### src/sv/dasp_isqrt.sv
`timescale 1ns / 1ps
// ----------------------------------------------------------------------------
// dasp_isqrt
// Pipelined integer square root, one root bit per stage, with sideband.
// ----------------------------------------------------------------------------
module dasp_isqrt #(
  parameter int IN_W = 46,
  parameter int SB_W = 8
) (
  input  logic              clk,
  input  logic              rst_n,
  input  logic              in_valid,
  output logic              in_ready,
  input  logic [IN_W-1:0]   in_rad,
  input  logic [SB_W-1:0]   in_side,
  output logic              out_valid,
  input  logic              out_ready,
  output logic [IN_W/2-1:0] out_root,
  output logic [SB_W-1:0]   out_side
);
  localparam int ROOT_W = IN_W / 2;
  localparam int REM_W  = ROOT_W + 3;
  localparam int NSTG   = ROOT_W;

  logic              v_r    [NSTG];
  logic [IN_W-1:0]   x_r    [NSTG];
  logic [REM_W-1:0]  rem_r  [NSTG];
  logic [ROOT_W-1:0] root_r [NSTG];
  logic [SB_W-1:0]   sb_r   [NSTG];
  logic [NSTG:0]     rdy;

  assign rdy[NSTG] = out_ready;
  assign in_ready  = rdy[0];

  for (genvar k = 0; k < NSTG; k++) begin : g_stg
    logic              v_in;
    logic [IN_W-1:0]   x_in;
    logic [REM_W-1:0]  rem_in;
    logic [ROOT_W-1:0] root_in;
    logic [SB_W-1:0]   sb_in;
    logic [REM_W-1:0]  rem_sh, trial;
    logic              fit;

    if (k == 0) begin : g_first
      assign v_in    = in_valid;
      assign x_in    = in_rad;
      assign rem_in  = '0;
      assign root_in = '0;
      assign sb_in   = in_side;
    end else begin : g_next
      assign v_in    = v_r[k-1];
      assign x_in    = x_r[k-1];
      assign rem_in  = rem_r[k-1];
      assign root_in = root_r[k-1];
      assign sb_in   = sb_r[k-1];
    end

    assign rem_sh = {rem_in[REM_W-3:0], x_in[IN_W-1 -: 2]};
    assign trial  = REM_W'({root_in, 2'b01});
    assign fit    = rem_sh >= trial;
    assign rdy[k] = !v_r[k] || rdy[k+1];

    always_ff @(posedge clk) begin
      if (!rst_n) begin
        v_r[k] <= 1'b0;
      end else if (rdy[k]) begin
        v_r[k] <= v_in;
      end
    end

    always_ff @(posedge clk) begin
      if (rdy[k]) begin
        x_r[k]    <= {x_in[IN_W-3:0], 2'b00};
        rem_r[k]  <= fit ? rem_sh - trial : rem_sh;
        root_r[k] <= {root_in[ROOT_W-2:0], fit};
        sb_r[k]   <= sb_in;
      end
    end
  end

  assign out_valid = v_r[NSTG-1];
  assign out_root  = root_r[NSTG-1];
  assign out_side  = sb_r[NSTG-1];

endmodule

### config.mk
export PLATFORM = sky130hd
export DESIGN_NAME = dasp_isqrt
export DESIGN_NICKNAME = d
export VERILOG_FILES = /design/src/sv/dasp_isqrt.sv
export SDC_FILE = /design/constraint.sdc
export NUM_CORES = 2
export LEC_CHECK = 0
export BUFFER_PORTS_ARGS = -buffer_cell sky130_fd_sc_hd__buf_2
export CAP_MARGIN = 15
export CORE_MARGIN = 8
export CORE_UTILIZATION = 44
export CTS_BUF_LIST = sky130_fd_sc_hd__clkbuf_8
export DETAILED_ROUTE_END_ITERATION = 12
export PLACE_DENSITY = 0.63
export SLEW_MARGIN = 0
export SYNTH_ARGS = -nofsm -noshare
export SYNTH_HDL_FRONTEND = slang
export SYNTH_SLANG_ARGS = --single-unit
### constraint.sdc
create_clock -name clk -period 9.16 [get_ports clk]
set_input_delay 0.458 -clock clk [delete_from_list [all_inputs] [get_ports clk]]
set_output_delay 0.458 -clock clk [all_outputs]
set_load 0.03 [all_outputs]
==> results.sh <==
export IMPL_wl_per_cell_um=16.0
export IMPL_fin_skew_ps=52.1
export IMPL_num_vias=36400
export IMPL_worst_r2r_path_depth=11
export IMPL_leakage_nw=29.9
export IMPL_io_pins=91
export IMPL_die_area_um2=160000
export IMPL_holdPathStages=2
export IMPL_antenna_found_initial=2
export IMPL_ir_drop_uv=137
export IMPL_cts_sinks=1486
export IMPL_htree_levels=4
export IMPL_die_w_um=400
export IMPL_numCtsBuffers=236
export IMPL_ys_ff_latch=1486
export IMPL_max_freq_ghz=0.211
export IMPL_critPathKind="reg -> out"
export IMPL_clockRootBuffer="clkbuf_8"
export IMPL_rsz0062_at_grt="false"
export IMPL_grt_pass1_vias=36400
export IMPL_slowest_delay_ps=410
export IMPL_crit_start="v_r[2][6]$_DFFE_PP_"
export IMPL_layout_drive_gt1_share_pct=10.2
export IMPL_tightest_slew_ps=1100
export IMPL_area_growth_pct=12.2
export IMPL_slowest_stage="nor2_1"
export IMPL_grt_max_degree=77
export IMPL_cts_tree="done"
export IMPL_syn_avg_cell_area_um2=13.9
export IMPL_reg2reg_to="v_r[0][1]$_DFFE_PP_"
export IMPL_yosysSeqAreaShare_pct=68.6
export IMPL_synthArstFlopShare_pct=0
export IMPL_hold_path_class="in -> reg"
export IMPL_final_util_pct=49.5
export IMPL_powerDensity_nw_per_um2=233
export IMPL_whs_ps=261
export IMPL_final_common_cell="edfxtp_1"
export IMPL_drcViolationCount=0
export IMPL_min_to="x_r[0][38]$_DFFE_PP_"
export IMPL_cp_cell_sequence="nor2b_1 -> and2_1 -> and3_1 -> and3_1 -> and3_1 -> inv_2 -> nor2_1 -> inv_2 -> nor2_1 -> nand4_1 -> buf_4 -> buf_2"
export IMPL_multi_input_area_um2=18800
export IMPL_fin_area_um2=72900
export IMPL_initial_utilization_pct=44.1
export IMPL_grt_pass1_wl_um=186000
export IMPL_synth_area_um2=65000
export IMPL_core_area_um2=147000
export IMPL_post_cts_repair_setup_buffers=0
export IMPL_endpoint_kind="primary output"
export IMPL_seqCellArea_um2=44600
export IMPL_cap_violations=0
export IMPL_finalSetupViolCount=0
export IMPL_clk_insertion_delay_late_ps=900
export IMPL_io_buffers=90
export IMPL_nets=5400
export IMPL_required_ps=8700
export IMPL_grt_use_total_pct=14.0
export IMPL_first_pass_iters=6
export IMPL_status="complete, no violations"
export IMPL_viasPerCell=5.07
export IMPL_cts_clk_slew_worst_paths_ps=60
export IMPL_synth_edff_count=1485
export IMPL_worst_hold_startpoint="in_rad[38]"
export IMPL_hold_viol_final=0
export IMPL_synth_top_area_share_pct=68.6
export IMPL_cp_start_kind="flop"
export IMPL_routed_wl_um=114000
export IMPL_final_cell_mix="1485 x edfxtp_1, 466 x inv_1, 303 x nor2_1"
export IMPL_path_max_fanout=58
export IMPL_post_route_period_util_pct=51.8
export IMPL_clockBufferDepth=3
export IMPL_synth_fp_nets=5046
export IMPL_drtIter0Drc=2324
export IMPL_dpl_cell_area_um2=67900
export IMPL_dp_hpwl_um=81600
export IMPL_regToRegSetupSlack_ps=5070
export IMPL_syn_inst=4688
export IMPL_crit_top_cell="and3_1"
export IMPL_yosysUniqueCellTypes=73
export IMPL_synth_warnings=0
export IMPL_synth_flop_cell="edfxtp_1"
export IMPL_gp_congestion=0.881
export IMPL_tns_ps=0
export IMPL_fillers=12500
export IMPL_timing_rr_start="v_r[2][6]$_DFFE_PP_"
export IMPL_ant_nets=0
export IMPL_arrival_ps=4280
export IMPL_fin_crit_ps=4740
export IMPL_maxSlewViolCount=0
export IMPL_row_count=141
export IMPL_yosysTopAreaCell="edfxtp_1"
export IMPL_maxSlewHeadroom_pct=26.9
export IMPL_overflow=0
export IMPL_netlist_top_cells_area="edfxtp_1 69%, ha_1 5.8%, xnor2_1 3.0%"
export IMPL_die_h_um=400
routing by layer:
layer	wire (um)	vias to the layer above	GRT usage [%]
met5	0	-	0
met4	4190	0	5.76
met3	5430	255	3.10
met2	55500	718	23.8
met1	49300	17300	17.3
li1	-	18100	-
through the flow:
stage	power (mW)	instances	setup WS (ps)
detailed placement	11.9	6675	4760
finish	17.0	7174	4420
global route	17.9	7173	3910
global placement	11.8	6675	4830
floorplan	11.2	4688	2470
CTS	17.2	7169	4260
critical path: cells and delay by family (launching register included):
family,cells,cell delay [ps]
simple gates,8,2240
buf+inv,4,780
flops,1,340
repair_timing:
action	in CTS	in global routing
gates resized for setup	0	0
endpoints found under the hold margin	65	0
hold buffers	59	0
state kept, by name, indices dropped and copies added, names as in the netlist:
name and flops:
x_r 506, rem_r 497, root_r 276, sb_r 184, v_r 23
power by group:
group / leakage, nW / internal (mW) / switching (mW)
combinational: 12.2 / 1.15 / 1.29
sequential: 15.1 / 8.69 / 0.638
clock: 2.58 / 2.66 / 2.55
total: 29.9 / 12.5 / 4.48
cells in the mapped netlist, types with 78 or more instances:
cell      count
nand2_1     291
a21oi_1     269
inv_1       387
o21ai_0     194
nor3_1      109
a21o_1       82
ha_1        300
edfxtp_1   1485
nor2_1      303
xor2_1      163
nand3_1      78
xnor2_1     220
cell type report:
type | instances | area share [%]
timing repair buffer | 178 | 1.73
tap | 1930 | 3.31
multi-input combinational | 2752 | 25.7
inverter | 388 | 2.00
antenna | 5 | 0.0172
sequential | 1486 | 61.2
clock buffer | 238 | 4.49
clock inverter | 197 | 1.55
kinds of logic after synthesis:
family	count (synthesis)	synth area share [%]
adder cells (fa/ha/maj)	300	5.77
buffers and inverters	450	2.63
multiplexers	68	1.17
XOR/XNOR	383	5.16
other	1	0.00577
flip-flops	1486	68.6
AO/OA/AOI/OAI	803	7.62
AND/OR/NAND/NOR	1197	9.04
worst max-delay path by stage:
stage / to / slack, ps / cells past startpoint
floorplan: v_r[0][0]$_DFFE_PP_ / 2470 / 12
global placement: v_r[1][1]$_DFFE_PP_ / 4830 / 11
detailed placement: v_r[1][1]$_DFFE_PP_ / 4760 / 11
CTS: in_ready / 4260 / 12
global route: in_ready / 3910 / 12
finish: in_ready / 4420 / 12
Note: power is estimated with default switching activity, not from simulation.
