File: src/sv/dasp_frac_div.sv
`timescale 1ns / 1ps
// ----------------------------------------------------------------------------
// dasp_frac_div
// Pipelined fraction divide: 2^QF when num >= den, else floor(num*2^QF/den).
// One setup stage, then one quotient bit per stage.
// ----------------------------------------------------------------------------
module dasp_frac_div #(
  parameter int NUM_W = 23,
  parameter int DEN_W = 23,
  parameter int QF    = 16,
  parameter int SB_W  = 8
) (
  input  logic             clk,
  input  logic             rst_n,
  input  logic             in_valid,
  output logic             in_ready,
  input  logic [NUM_W-1:0] in_num,
  input  logic [DEN_W-1:0] in_den,
  input  logic [SB_W-1:0]  in_side,
  output logic             out_valid,
  input  logic             out_ready,
  output logic [QF:0]      out_q,
  output logic [SB_W-1:0]  out_side
);
  localparam int CMP_W = (NUM_W > DEN_W) ? NUM_W : DEN_W;
  localparam int NSTG  = QF + 1;

  logic             v_r   [NSTG];
  logic             sat_r [NSTG];
  logic [DEN_W-1:0] rem_r [NSTG];
  logic [DEN_W-1:0] den_r [NSTG];
  logic [QF-1:0]    q_r   [NSTG];
  logic [SB_W-1:0]  sb_r  [NSTG];
  logic [NSTG:0]    rdy;

  assign rdy[NSTG] = out_ready;
  assign in_ready  = rdy[0];

  for (genvar k = 0; k < NSTG; k++) begin : g_stg
    logic             v_nxt;
    logic             sat_nxt;
    logic [DEN_W-1:0] rem_nxt;
    logic [DEN_W-1:0] den_nxt;
    logic [QF-1:0]    q_nxt;
    logic [SB_W-1:0]  sb_nxt;

    if (k == 0) begin : g_setup
      assign v_nxt   = in_valid;
      assign sat_nxt = CMP_W'(in_num) >= CMP_W'(in_den);
      assign rem_nxt = sat_nxt ? '0 : DEN_W'(CMP_W'(in_num));
      assign den_nxt = in_den;
      assign q_nxt   = '0;
      assign sb_nxt  = in_side;
    end else begin : g_step
      logic [DEN_W:0] t;
      logic           ge;
      assign t       = {rem_r[k-1], 1'b0};
      assign ge      = t >= {1'b0, den_r[k-1]};
      assign v_nxt   = v_r[k-1];
      assign sat_nxt = sat_r[k-1];
      assign rem_nxt = ge ? DEN_W'(t - {1'b0, den_r[k-1]}) : DEN_W'(t);
      assign den_nxt = den_r[k-1];
      assign q_nxt   = {q_r[k-1][QF-2:0], ge};
      assign sb_nxt  = sb_r[k-1];
    end

    assign rdy[k] = !v_r[k] || rdy[k+1];

    always_ff @(posedge clk) begin
      if (!rst_n) begin
        v_r[k] <= 1'b0;
      end else if (rdy[k]) begin
        v_r[k] <= v_nxt;
      end
    end

    always_ff @(posedge clk) begin
      if (rdy[k]) begin
        sat_r[k] <= sat_nxt;
        rem_r[k] <= rem_nxt;
        den_r[k] <= den_nxt;
        q_r[k]   <= q_nxt;
        sb_r[k]  <= sb_nxt;
      end
    end
  end

  assign out_valid = v_r[NSTG-1];
  assign out_q     = sat_r[NSTG-1] ? {1'b1, {QF{1'b0}}} : {1'b0, q_r[NSTG-1]};
  assign out_side  = sb_r[NSTG-1];

endmodule

File: config.mk
export PLATFORM = sky130hd
export DESIGN_NAME = dasp_frac_div
export DESIGN_NICKNAME = d
export VERILOG_FILES = /design/src/sv/dasp_frac_div.sv
export SDC_FILE = /design/constraint.sdc
export NUM_CORES = 2
export LEC_CHECK = 0
export ABC_AREA = 1
export BUFFER_PORTS_ARGS = -buffer_cell sky130_fd_sc_hd__buf_2
export CAP_MARGIN = 30
export CORE_ASPECT_RATIO = 1.4
export CORE_MARGIN = 8
export CORE_UTILIZATION = 60
export CTS_CLUSTER_DIAMETER = 200
export DETAILED_ROUTE_END_ITERATION = 10
export PLACE_DENSITY = 0.85
export SETUP_SLACK_MARGIN = 0.2
export SYNTH_ARGS = -nofsm -noshare
export SYNTH_HDL_FRONTEND = slang
export SYNTH_SLANG_ARGS = --single-unit
File: constraint.sdc
create_clock -name clk -period 25.6 [get_ports clk]
set_input_delay 5.12 -clock clk [delete_from_list [all_inputs] [get_ports clk]]
set_output_delay 5.12 -clock clk [all_outputs]
set_load 0.02 [all_outputs]
==> impl_metrics.tcl <==
set metrics [dict create \
    internal_power_mw 4.533 \
    drt-total-wl_microns 141200 \
    hp-class "flip-flop to flip-flop" \
    wl_per_cell_microns 19.96 \
    multi_input_area_sq_um 21940 \
    ys.flop_type "edfxtp_1" \
    grt_max_degree 73 \
    whs_ns 0.4044 \
    cpPeakStageDelay_ns 0.67 \
    cts_tree "yes" \
    coreArea_sq_um 93860 \
    synth_top_area_share_pct 55.10 \
    die_h_microns 379.8 \
    grt_pass1_vias 41256 \
    yosys-top-cells-area "edfxtp_1 (55%), ha_1 (8.6%), a21oi_1 (5.6%)" \
    fin_setup_tns_ns 0 \
    final_util_pct 65.89 \
    clock-root-buffer "clkbuf_16" \
    irDropWorstVdd_v 0.00008090 \
    grt_usage_pct 26.72 \
    synth-edff-count 1041 \
    cts_buffer_depth 3 \
    grt_overflow 0 \
    synth.most_common_cell "edfxtp_1" \
    p_switching_mw 3.058 \
    cts_setup_buffers 0 \
    crit_chain "buf_2, inv_1, nand4_4, buf_4, nor2_4, nand4_4, nor2_8, nand4_4, buf_4, nor2_4, nand4_4, buf_4, nor2_2, nand2_2, buf_4, buf_2" \
    reg2reg_setup_slack_ns 21.20 \
    grt_pass1_wl_microns 219800 \
    die_area_sq_um 104800 \
    post-route-period-util_pct 55.47 \
    slew_headroom_pct 36.18 \
    dr.pass1.iters 6 \
    finalNonFillerCells 7074 \
    syn_area_sq_um 56730 \
    worst_slew_pin_slew_ns 0.9562 \
    slew_violations 0 \
    avgViaCountPerCell 5.834 \
    grt_antenna_before_repair 0 \
    powerDensity_nw_per_um2 122.7 \
    synth.cells.most_frequent "edfxtp_1 (1041), inv_1 (829), nand2_1 (789)" \
    period_minus_slack_ns 14.20 \
    cap_viol_max_count 0 \
    yosysTopAreaCell "edfxtp_1" \
    setup_viol 0 \
    ios 85 \
    drc 0 \
    synth_cell_types 46 \
    io_buffers 84 \
    holdPathEnd "sat_r[0][2]$_DFFE_PP_" \
    drt-initial-drc-count 3344 \
    drive_above_1_share_pct 5.854 \
    hold_depth 0 \
    htree_levels 3 \
    end_kind "output port" \
    yosys_warnings 0 \
    dpl.hpwl_microns 109000 \
    antenna_cells 0 \
    cp_slowest_cell "buf_4" \
    crit_fanout 72 \
    r2r_cells 13 \
    syn_inst 5642 \
    cp.depth 16 \
    ys_ff_latch 1042 \
    critPathLaunchType "primary input" \
    post_cts_resized 0 \
    clk_latency_ns 0.72 \
    grt_setup_unrepaired "false" \
    syn_nets 6105 \
    arrival_ns 9.08 \
    area_delta_synth_final_pct 9.009 \
    final_antenna_net_count 0 \
    postSynth.asyncResetShare_pct 0 \
    r2r_start "v_r[15]$_DFFE_PP_" \
    finalClockSkew_ns 0.04033 \
    postCtsHoldBufs 0 \
    pwr-share-clk_pct 19.9 \
    fillers 7180 \
    ys_seq_area_share_pct 55.14 \
    cts_buffers 98 \
    leakage_nw 26.60 \
    required_ns 20.48 \
    path_clk_slew_ns 0.06 \
    regArea_sq_um 31280 \
    gp_congestion 0.9845 \
    layout.nets 6244 \
    hp-start "sat_r[0][1]$_DFFE_PP_" \
    timing.rr.end "sb_r[0][2]$_DFFE_PP_" \
    comb_power_share_pct 43.0 \
    clock_sinks 1042 \
    fp.dieW_microns 275.9 \
    p_total_mw 7.591 \
    critPathBufInv 7 \
    fmax_mhz 70.41 \
    std_cell_rows 133 \
    critical-path-top-delay-family "buffers and inverters" \
    status "finished clean" \
    p_sw_share_pct 40.28 \
    synth_area_per_cell_sq_um 10.06 \
    hold_violations 0 \
    dp_cells 6894 \
    timing_worst_setup_path_type "primary input to output port" \
    p_seq_share_pct 37.1 \
    routed-via-count 41272 \
    start_util_pct 60.45 \
]
placed cells by master (no fill, tap or decap), types with 10 or more instances in the layout:
cell type and count:
edfxtp_1 1041, nand4_1 81, a31oi_1 72, inv_1 824, or2_2 17, clkbuf_1 10
nand3_1 262, nand3_2 12, a21oi_1 633, buf_2 84, clkinv_1 13, bufinv_16 14
nand2_1 785, nor2_1 655, a211oi_1 40, o21a_1 23, clkbuf_16 99, a21o_1 33
nor4_1 42, nand3b_1 24, clkinv_2 21, ha_1 390, buf_4 17, o211ai_1 15
o21bai_1 47, o21ai_2 11, fa_1 15, o21ai_0 178, xnor2_1 145, xor2_1 105
nor3_1 68
power groups by stage:
stage	registers, mW	logic [mW]	clock network, mW
after floorplan	2.68	2.43	0
after global placement	2.82	3.12	0
after detailed placement	2.84	3.18	0
after CTS	2.81	3.21	1.53
after global routing	2.85	3.62	1.59
final	2.81	3.27	1.51
kinds of logic after synthesis:
kind of cell | count (synthesis) | share of synthesized area, %
flip-flops | 1042 | 55.14
AO/OA/AOI/OAI | 1075 | 10.60
buffers and inverters | 897 | 6.241
XOR/XNOR | 250 | 3.860
adder cells (fa/ha/maj) | 405 | 9.131
AND/OR/NAND/NOR | 1973 | 15.04
sequential cells by signal, summed over array words and instances (netlist names):
register  cells
sat_r        17
den_r       368
q_r         136
sb_r        136
v_r          17
rem_r       368
layout make-up:
| type | instances | area share (%) |
|---|---|---|
| flip-flops and latches | 1042 | 50.58 |
| multi-input cells | 3703 | 35.48 |
| inverters | 831 | 5.044 |
| clock buffers | 109 | 4.067 |
| well taps | 1215 | 2.458 |
| clock inverters | 69 | 1.331 |
| repair buffers | 105 | 1.040 |
stage by stage:
step,setup slack (ns),cell area [sq um]
final,11.40,61840
after global routing,11.03,61840
after CTS,11.29,61800
after detailed placement,11.29,58460
after global placement,11.45,58410
after floorplan,9.297,56730
worst max path at each step:
stage | start | endpoint | slack, ns
after global placement | out_ready | in_ready | 11.45
after global routing | out_ready | in_ready | 11.03
after floorplan | out_ready | in_ready | 9.30
after detailed placement | out_ready | in_ready | 11.29
after CTS | out_ready | in_ready | 11.29
final | out_ready | in_ready | 11.40
metal layers:
| layer | up-vias | GRT usage (%) | part of all wire, % |
|---|---|---|---|
| met2 | 1483 | 48.87 | 52 |
| li1 | 19834 | - | - |
| met1 | 19501 | 28.77 | 36 |
| met5 | - | 0 | 0 |
| met4 | 0 | 17.29 | 7.2 |
| met3 | 454 | 3.111 | 4.7 |
(Power assumes the default switching activity.)
