$ cat src/sv/dasp_pkg.sv
`timescale 1ns / 1ps
// ----------------------------------------------------------------------------
// dasp_pkg
// Shared widths, register map and word types of the distance-attenuated
// stereo pan block.
// ----------------------------------------------------------------------------
package dasp_pkg;

  localparam int COORD_WIDTH    = 24;
  localparam int GAIN_FRAC_BITS = 16;
  localparam int RIGHT_WIDTH    = 16;
  localparam int RIGHT_FRAC     = 14;
  localparam int RADIUS_WIDTH   = 23;

  localparam int DIFF_WIDTH     = COORD_WIDTH + 1;
  localparam int SQ_WIDTH       = 2 * RADIUS_WIDTH;
  localparam int SUM_WIDTH      = SQ_WIDTH + 2;
  localparam int DOT_TERM_WIDTH = DIFF_WIDTH + RIGHT_WIDTH;
  localparam int DOT_WIDTH      = DOT_TERM_WIDTH + 2;
  localparam int PDEN_WIDTH     = RADIUS_WIDTH + RIGHT_FRAC;
  localparam int GAIN_WIDTH     = GAIN_FRAC_BITS + 1;

  localparam int APB_ADDR_WIDTH = 3;
  localparam int APB_DATA_WIDTH = 32;

  // register index, taken from paddr above the byte offset
  localparam logic REG_IDX_RADIUS = 1'b0;

  localparam logic [RADIUS_WIDTH-1:0] RADIUS_RESET = RADIUS_WIDTH'(7168);
  // 1 m, stands in for a zero distance in the pan divide
  localparam logic [RADIUS_WIDTH-1:0] UNIT_LEN     = RADIUS_WIDTH'(256);

  typedef struct packed {
    logic                          source_valid;
    logic                          listener_valid;
    logic signed [COORD_WIDTH-1:0] source_x;
    logic signed [COORD_WIDTH-1:0] source_y;
    logic signed [COORD_WIDTH-1:0] source_z;
    logic signed [COORD_WIDTH-1:0] listener_x;
    logic signed [COORD_WIDTH-1:0] listener_y;
    logic signed [COORD_WIDTH-1:0] listener_z;
    logic signed [RIGHT_WIDTH-1:0] right_x;
    logic signed [RIGHT_WIDTH-1:0] right_y;
    logic signed [RIGHT_WIDTH-1:0] right_z;
  } in_word_t;

  typedef struct packed {
    logic                  stop_source;
    logic [GAIN_WIDTH-1:0] gain_left;
    logic [GAIN_WIDTH-1:0] gain_right;
  } out_word_t;

  // sideband carried through the square root
  typedef struct packed {
    logic                        stop;
    logic                        zero;
    logic signed [DOT_WIDTH-1:0] dot;
  } sqrt_side_t;

  // sideband carried through the attenuation divide
  typedef struct packed {
    logic                  stop;
    logic                  zero;
    logic                  neg;
    logic [DOT_WIDTH-1:0]  mag;
    logic [PDEN_WIDTH-1:0] den;
  } atten_side_t;

  // sideband carried through the pan divide
  typedef struct packed {
    logic                  stop;
    logic                  zero;
    logic                  neg;
    logic [GAIN_WIDTH-1:0] a;
  } pan_side_t;

endpackage

$ cat src/sv/dasp_gain.sv
`timescale 1ns / 1ps
// ----------------------------------------------------------------------------
// dasp_gain
// Attenuation square, pan weights and the two channel gains, three stages.
// ----------------------------------------------------------------------------
module dasp_gain (
  input  logic                            clk,
  input  logic                            rst_n,
  input  logic                            in_valid,
  output logic                            in_ready,
  input  logic [dasp_pkg::GAIN_WIDTH-1:0] in_q,
  input  dasp_pkg::pan_side_t             in_side,
  output logic                            out_valid,
  input  logic                            out_ready,
  output dasp_pkg::out_word_t             out_data
);
  import dasp_pkg::*;

  localparam int ASQ_W = 2 * GAIN_WIDTH;
  localparam int W_W   = GAIN_WIDTH + 1;
  localparam int P_W   = GAIN_WIDTH + W_W;
  localparam logic [ASQ_W-1:0] ASQ_HALF = ASQ_W'(1) << (GAIN_FRAC_BITS - 1);
  localparam logic [W_W-1:0]   ONE_W    = W_W'(1) << GAIN_FRAC_BITS;
  localparam logic [P_W-1:0]   P_ROUND  = P_W'(1) << GAIN_FRAC_BITS;

  logic rdy1, rdy2, rdy3;
  logic v1_r, v2_r, v3_r;

  logic [ASQ_W-1:0]      asq;
  logic [GAIN_WIDTH-1:0] att1_r;
  logic [W_W-1:0]        lw1_r, rw1_r;
  logic                  stop1_r, zero1_r;

  logic [P_W-1:0]        pl2_r, pr2_r;
  logic                  stop2_r, zero2_r;

  logic [P_W-1:0]        gl3, gr3;
  out_word_t             out3_r;

  assign rdy3     = !v3_r || out_ready;
  assign rdy2     = !v2_r || rdy3;
  assign rdy1     = !v1_r || rdy2;
  assign in_ready = rdy1;

  assign asq = ASQ_W'(in_side.a) * ASQ_W'(in_side.a);
  assign gl3 = (pl2_r + P_ROUND) >> (GAIN_FRAC_BITS + 1);
  assign gr3 = (pr2_r + P_ROUND) >> (GAIN_FRAC_BITS + 1);

  always_ff @(posedge clk) begin
    if (!rst_n) begin
      v1_r <= 1'b0;
      v2_r <= 1'b0;
      v3_r <= 1'b0;
    end else begin
      if (rdy1) v1_r <= in_valid;
      if (rdy2) v2_r <= v1_r;
      if (rdy3) v3_r <= v2_r;
    end
  end

  always_ff @(posedge clk) begin
    if (rdy1) begin
      att1_r  <= GAIN_WIDTH'((asq + ASQ_HALF) >> GAIN_FRAC_BITS);
      // pan = +/- q; left weight 1 - pan, right weight 1 + pan
      lw1_r   <= in_side.neg ? ONE_W + W_W'(in_q) : ONE_W - W_W'(in_q);
      rw1_r   <= in_side.neg ? ONE_W - W_W'(in_q) : ONE_W + W_W'(in_q);
      stop1_r <= in_side.stop;
      zero1_r <= in_side.zero;
    end
    if (rdy2) begin
      pl2_r   <= P_W'(att1_r) * P_W'(lw1_r);
      pr2_r   <= P_W'(att1_r) * P_W'(rw1_r);
      stop2_r <= stop1_r;
      zero2_r <= zero1_r;
    end
    if (rdy3) begin
      out3_r.stop_source <= stop2_r;
      out3_r.gain_left   <= zero2_r ? '0 : gl3[GAIN_WIDTH-1:0];
      out3_r.gain_right  <= zero2_r ? '0 : gr3[GAIN_WIDTH-1:0];
    end
  end

  assign out_valid = v3_r;
  assign out_data  = out3_r;

endmodule

$ cat config.mk
export PLATFORM = sky130hd
export DESIGN_NAME = dasp_gain
export DESIGN_NICKNAME = d
export VERILOG_FILES = /design/src/sv/dasp_pkg.sv /design/src/sv/dasp_gain.sv
export SDC_FILE = /design/constraint.sdc
export NUM_CORES = 2
export LEC_CHECK = 0
export CAP_MARGIN = 30
export CELL_PAD_IN_SITES_DETAIL_PLACEMENT = 1
export CELL_PAD_IN_SITES_GLOBAL_PLACEMENT = 1
export CORE_MARGIN = 2
export CORE_UTILIZATION = 57
export CTS_CLUSTER_DIAMETER = 100
export DETAILED_ROUTE_END_ITERATION = 10
export DONT_BUFFER_PORTS = 1
export MAX_ROUTING_LAYER = met4
export PLACE_DENSITY = 0.95
export SETUP_SLACK_MARGIN = 0.15
export SLEW_MARGIN = 10
export SYNTH_ARGS = -nofsm -noshare
export SYNTH_HDL_FRONTEND = slang
export SYNTH_SLANG_ARGS = --single-unit
export TNS_END_PERCENT = 20
$ cat constraint.sdc
create_clock -name clk -period 20.1 [get_ports clk]
set_input_delay 1.005 -clock clk [delete_from_list [all_inputs] [get_ports clk]]
set_output_delay 1.005 -clock clk [all_outputs]
set_load 0.02 [all_outputs]
==> flow_summary.toml <==
[worst_setup_path]
cpMostUsedCell = "fa_1"
crit_type = "flop to flop"
path_cells = "buf_4 -> nand2_1 -> fa_1 -> fa_1 -> fa_1 -> inv_1 -> fa_1 -> fa_1 -> inv_1 -> fa_1 -> inv_1 -> ha_1 -> a211oi_1 -> o211ai_1 -> a221oi_1 -> o21ai_1 -> a31o_2 -> a211oi_1 -> o211ai_1 -> xnor2_1"
rr_endpoint = "pl2_r[33]"
critical-path-slowest-cell = "edfxtp_1"
path_max_fanout = 18
cp-end-kind = "flop"
reg2reg_from = "att1_r[3]"
r2r_setup_slack_ns = 12.42
start_kind = "flop"
reg2reg_depth = 20
cp.required_ns = 20.33
cpPeakStageDelay_ns = 0.97
critPathCapture = "pl2_r[33]"
cp.arrival_ns = 7.91
cp-startpoint = "att1_r[3]"

[floorplan]
fp.dieH_um = 240.7
ios = 78
fp.dieW_um = 240.7
core_um2 = 55200
die_area_um2 = 57950
num_rows = 86
initial_core_util_pct = 57.87

[clocking]
cts_tree = "done"
cts_resized = 0
root_buffer = "clkbuf_16"
cts_setup_buffers = 0
clock_sinks = 130
cts.clk_slew.worst_paths_ns = 0.08
clock_latency_ns = 0.50
hold_buffers = 0
clockBufferDepth = 2
cts_buffers = 17
h-tree-depth = 4

[detailed_routing]
viasPerCell = 6.021
dr.first_iter.drc_count = 2023
drc = 0
wl_per_cell_um = 26.12
first_pass_iters = 6
drt-total-wl_mm = 106.2
via_count = 24490
postRouteAntennaNets = 0

[yosys]
synthFlopType = "edfxtp_1"
seq_area_frac_synth_pct = 12.13
synthCells = 3381
avgSynthCellArea_um2 = 9.448
synth_top_area_cell = "fa_1"
yosysTopAreaCellShare_pct = 41.68
synth_edf_count = 127
yosys.cell_types.count = 55
synth.area.top_cells = "fa_1, ha_1, edfxtp_1"
yosysWarnings = 0
synth_area_um2 = 31940
synth_seq_cells = 130
async_flop_share_pct = 0
syn_nets = 4408

[placement]
dp_hpwl_mm = 80.85
place.port_buffers = 0
gp_congestion = 0.8866

[sta]
period_minus_slack_ns = 7.679
setup_violations = 0
drv_slew = 0
setup_tns_ns = 0
max_freq_mhz = 130.2
slew_headroom_pct = 37.05
final_hold_viol_count = 0
tightest_slew_ns = 0.9442
fin_skew_ns = 0.02612
fin_crit_sh_pct = 38.20
fin_hold_ws_ns = 0.4182
rsz0062_at_grt = "no"

[run]
cap_violations = 0

[global_route]
grtUsageTotal_pct = 39.87
grt_pass1_wl_mm = 166.6
antenna_found_initial = 2
grt_overflow_total = 0
grt_max_degree = 56
grt_pass1_vias = 29780

[cells_and_area]
drive_gt1_share_pct = 2.230
area_growth_pct = 4.077
layout.nets = 4332

[run_status]
outcome = "finished, final reports clean"

[min_path]
hold_path.class = "flop to flop"
through the flow:
step           instances  instance area [µm²]  setup WS (ns)  utilization, %
2_1_floorplan       3381                31940          13.52               -
3_3_place_gp        4033                32630          13.22           59.11
3_5_place_dp        4034                32650          12.81           59.14
6_report            4068                33250          12.42           60.23
5_1_grt             4068                33250          12.29           60.23
4_1_cts             4066                33240          12.63           60.22
kinds of logic (layout without fill, tap and decap cells):
kind of cell               Yosys count  count (layout)  share of synthesized area, %
DFF                                130             130                         12.13
other                                0               2                             0
xor gates and xnor gates           122             122                         3.345
adders and majority gates          986             986                         54.25
AOI/OAI and AO/OA                  190             190                         3.807
buffers and inverters              960             897                         11.28
muxes                                2               2                       0.07050
and+or+nand+nor                    991             991                         15.12
sequential cells by signal, indices dropped and copies added, names as in the netlist:
| signal | flops |
|---|---|
| v1_r | 1 |
| lw1_r | 18 |
| rw1_r | 17 |
| out_data | 35 |
| pr2_r | 18 |
| out_valid | 1 |
| att1_r | 17 |
| stop2_r | 1 |
| v2_r | 1 |
| pl2_r | 18 |
| zero1_r | 1 |
| zero2_r | 1 |
| stop1_r | 1 |
critical path, delay by kind of cell (launching register included):
| family | cells | cell delay, ns |
|---|---|---|
| AND/OR/NAND/NOR | 1 | 0.11 |
| buffers and inverters | 4 | 0.55 |
| AO/OA/AOI/OAI | 7 | 2.12 |
| adder cells (fa/ha/maj) | 7 | 3.44 |
| flip-flops | 1 | 0.97 |
| XOR/XNOR | 1 | 0.17 |
cell usage in the layout (no fill, tap or decap), types with 43 or more instances in the layout:
master    Yosys  layout
xnor2_1      75      75
edfxtp_1    127     127
nor2_1       90      90
a21oi_1      55      55
and2_1      326     326
o21ai_0      43      43
ha_1        321     321
nand2_1     451     450
inv_1       839     838
xor2_1       47      47
fa_1        665     665
final cells by class:
cell class / count / area [µm²]
clock buffer: 20 / 436.7
timing repair buffer: 26 / 207.7
sequential: 130 / 3874
fill: 6172 / 21950
inverter: 839 / 3149
clock inverter: 12 / 157.7
antenna: 2 / 5.005
multi-input combinational: 2291 / 24480
tap: 748 / 935.9
worst min-delay path by stage:
| stage | startpoint | end | slack (ns) | cells after the start |
|---|---|---|---|---|
| after floorplan | stop2_r | out_data[34] | 0.40 | 0 |
| after global placement | stop2_r | out_data[34] | 0.40 | 0 |
| after detailed placement | zero1_r | zero2_r | 0.41 | 0 |
| after CTS | zero1_r | zero2_r | 0.42 | 0 |
| after global routing | zero1_r | zero2_r | 0.42 | 0 |
| final | stop2_r | out_data[34] | 0.42 | 0 |
synth_stat cells (all sizes together) (2+ instances only):
| cell | count |
|---|---|
| inv | 839 |
| fa | 665 |
| nand2 | 451 |
| and2 | 326 |
| ha | 321 |
| edfxtp | 127 |
| clkbuf | 120 |
| nor2 | 90 |
| xnor2 | 75 |
| a21oi | 58 |
| xor2 | 47 |
| o21ai | 45 |
| nand3 | 25 |
| a21o | 23 |
| and3 | 17 |
| nor3 | 16 |
| nor2b | 15 |
| nand4 | 13 |
| nand2b | 11 |
| o21a | 9 |
| a211oi | 8 |
| or3 | 8 |
| o21bai | 7 |
| a31oi | 5 |
| o211ai | 5 |
| or2 | 5 |
| a211o | 4 |
| nor4 | 4 |
| a21boi | 3 |
| a221oi | 3 |
| a31o | 3 |
| dfxtp | 3 |
| o211a | 3 |
| o22ai | 3 |
| o31ai | 3 |
| or4 | 3 |
| and4 | 2 |
| mux2 | 2 |
| nor4b | 2 |
| o311ai | 2 |
routing by layer:
| metal | wire (µm) | part of all wire, % | track usage (%) |
|---|---|---|---|
| met5 | 0 | 0 | - |
| met4 | 10040 | 9.5 | 32.12 |
| met3 | 8046 | 7.6 | 8.738 |
| met2 | 54580 | 51 | 68.26 |
| met1 | 33570 | 32 | 38.98 |
Power is left out: the tool's default activity adds up to more than one toggle a clock period on the data nets, which glitch-free logic cannot reach.
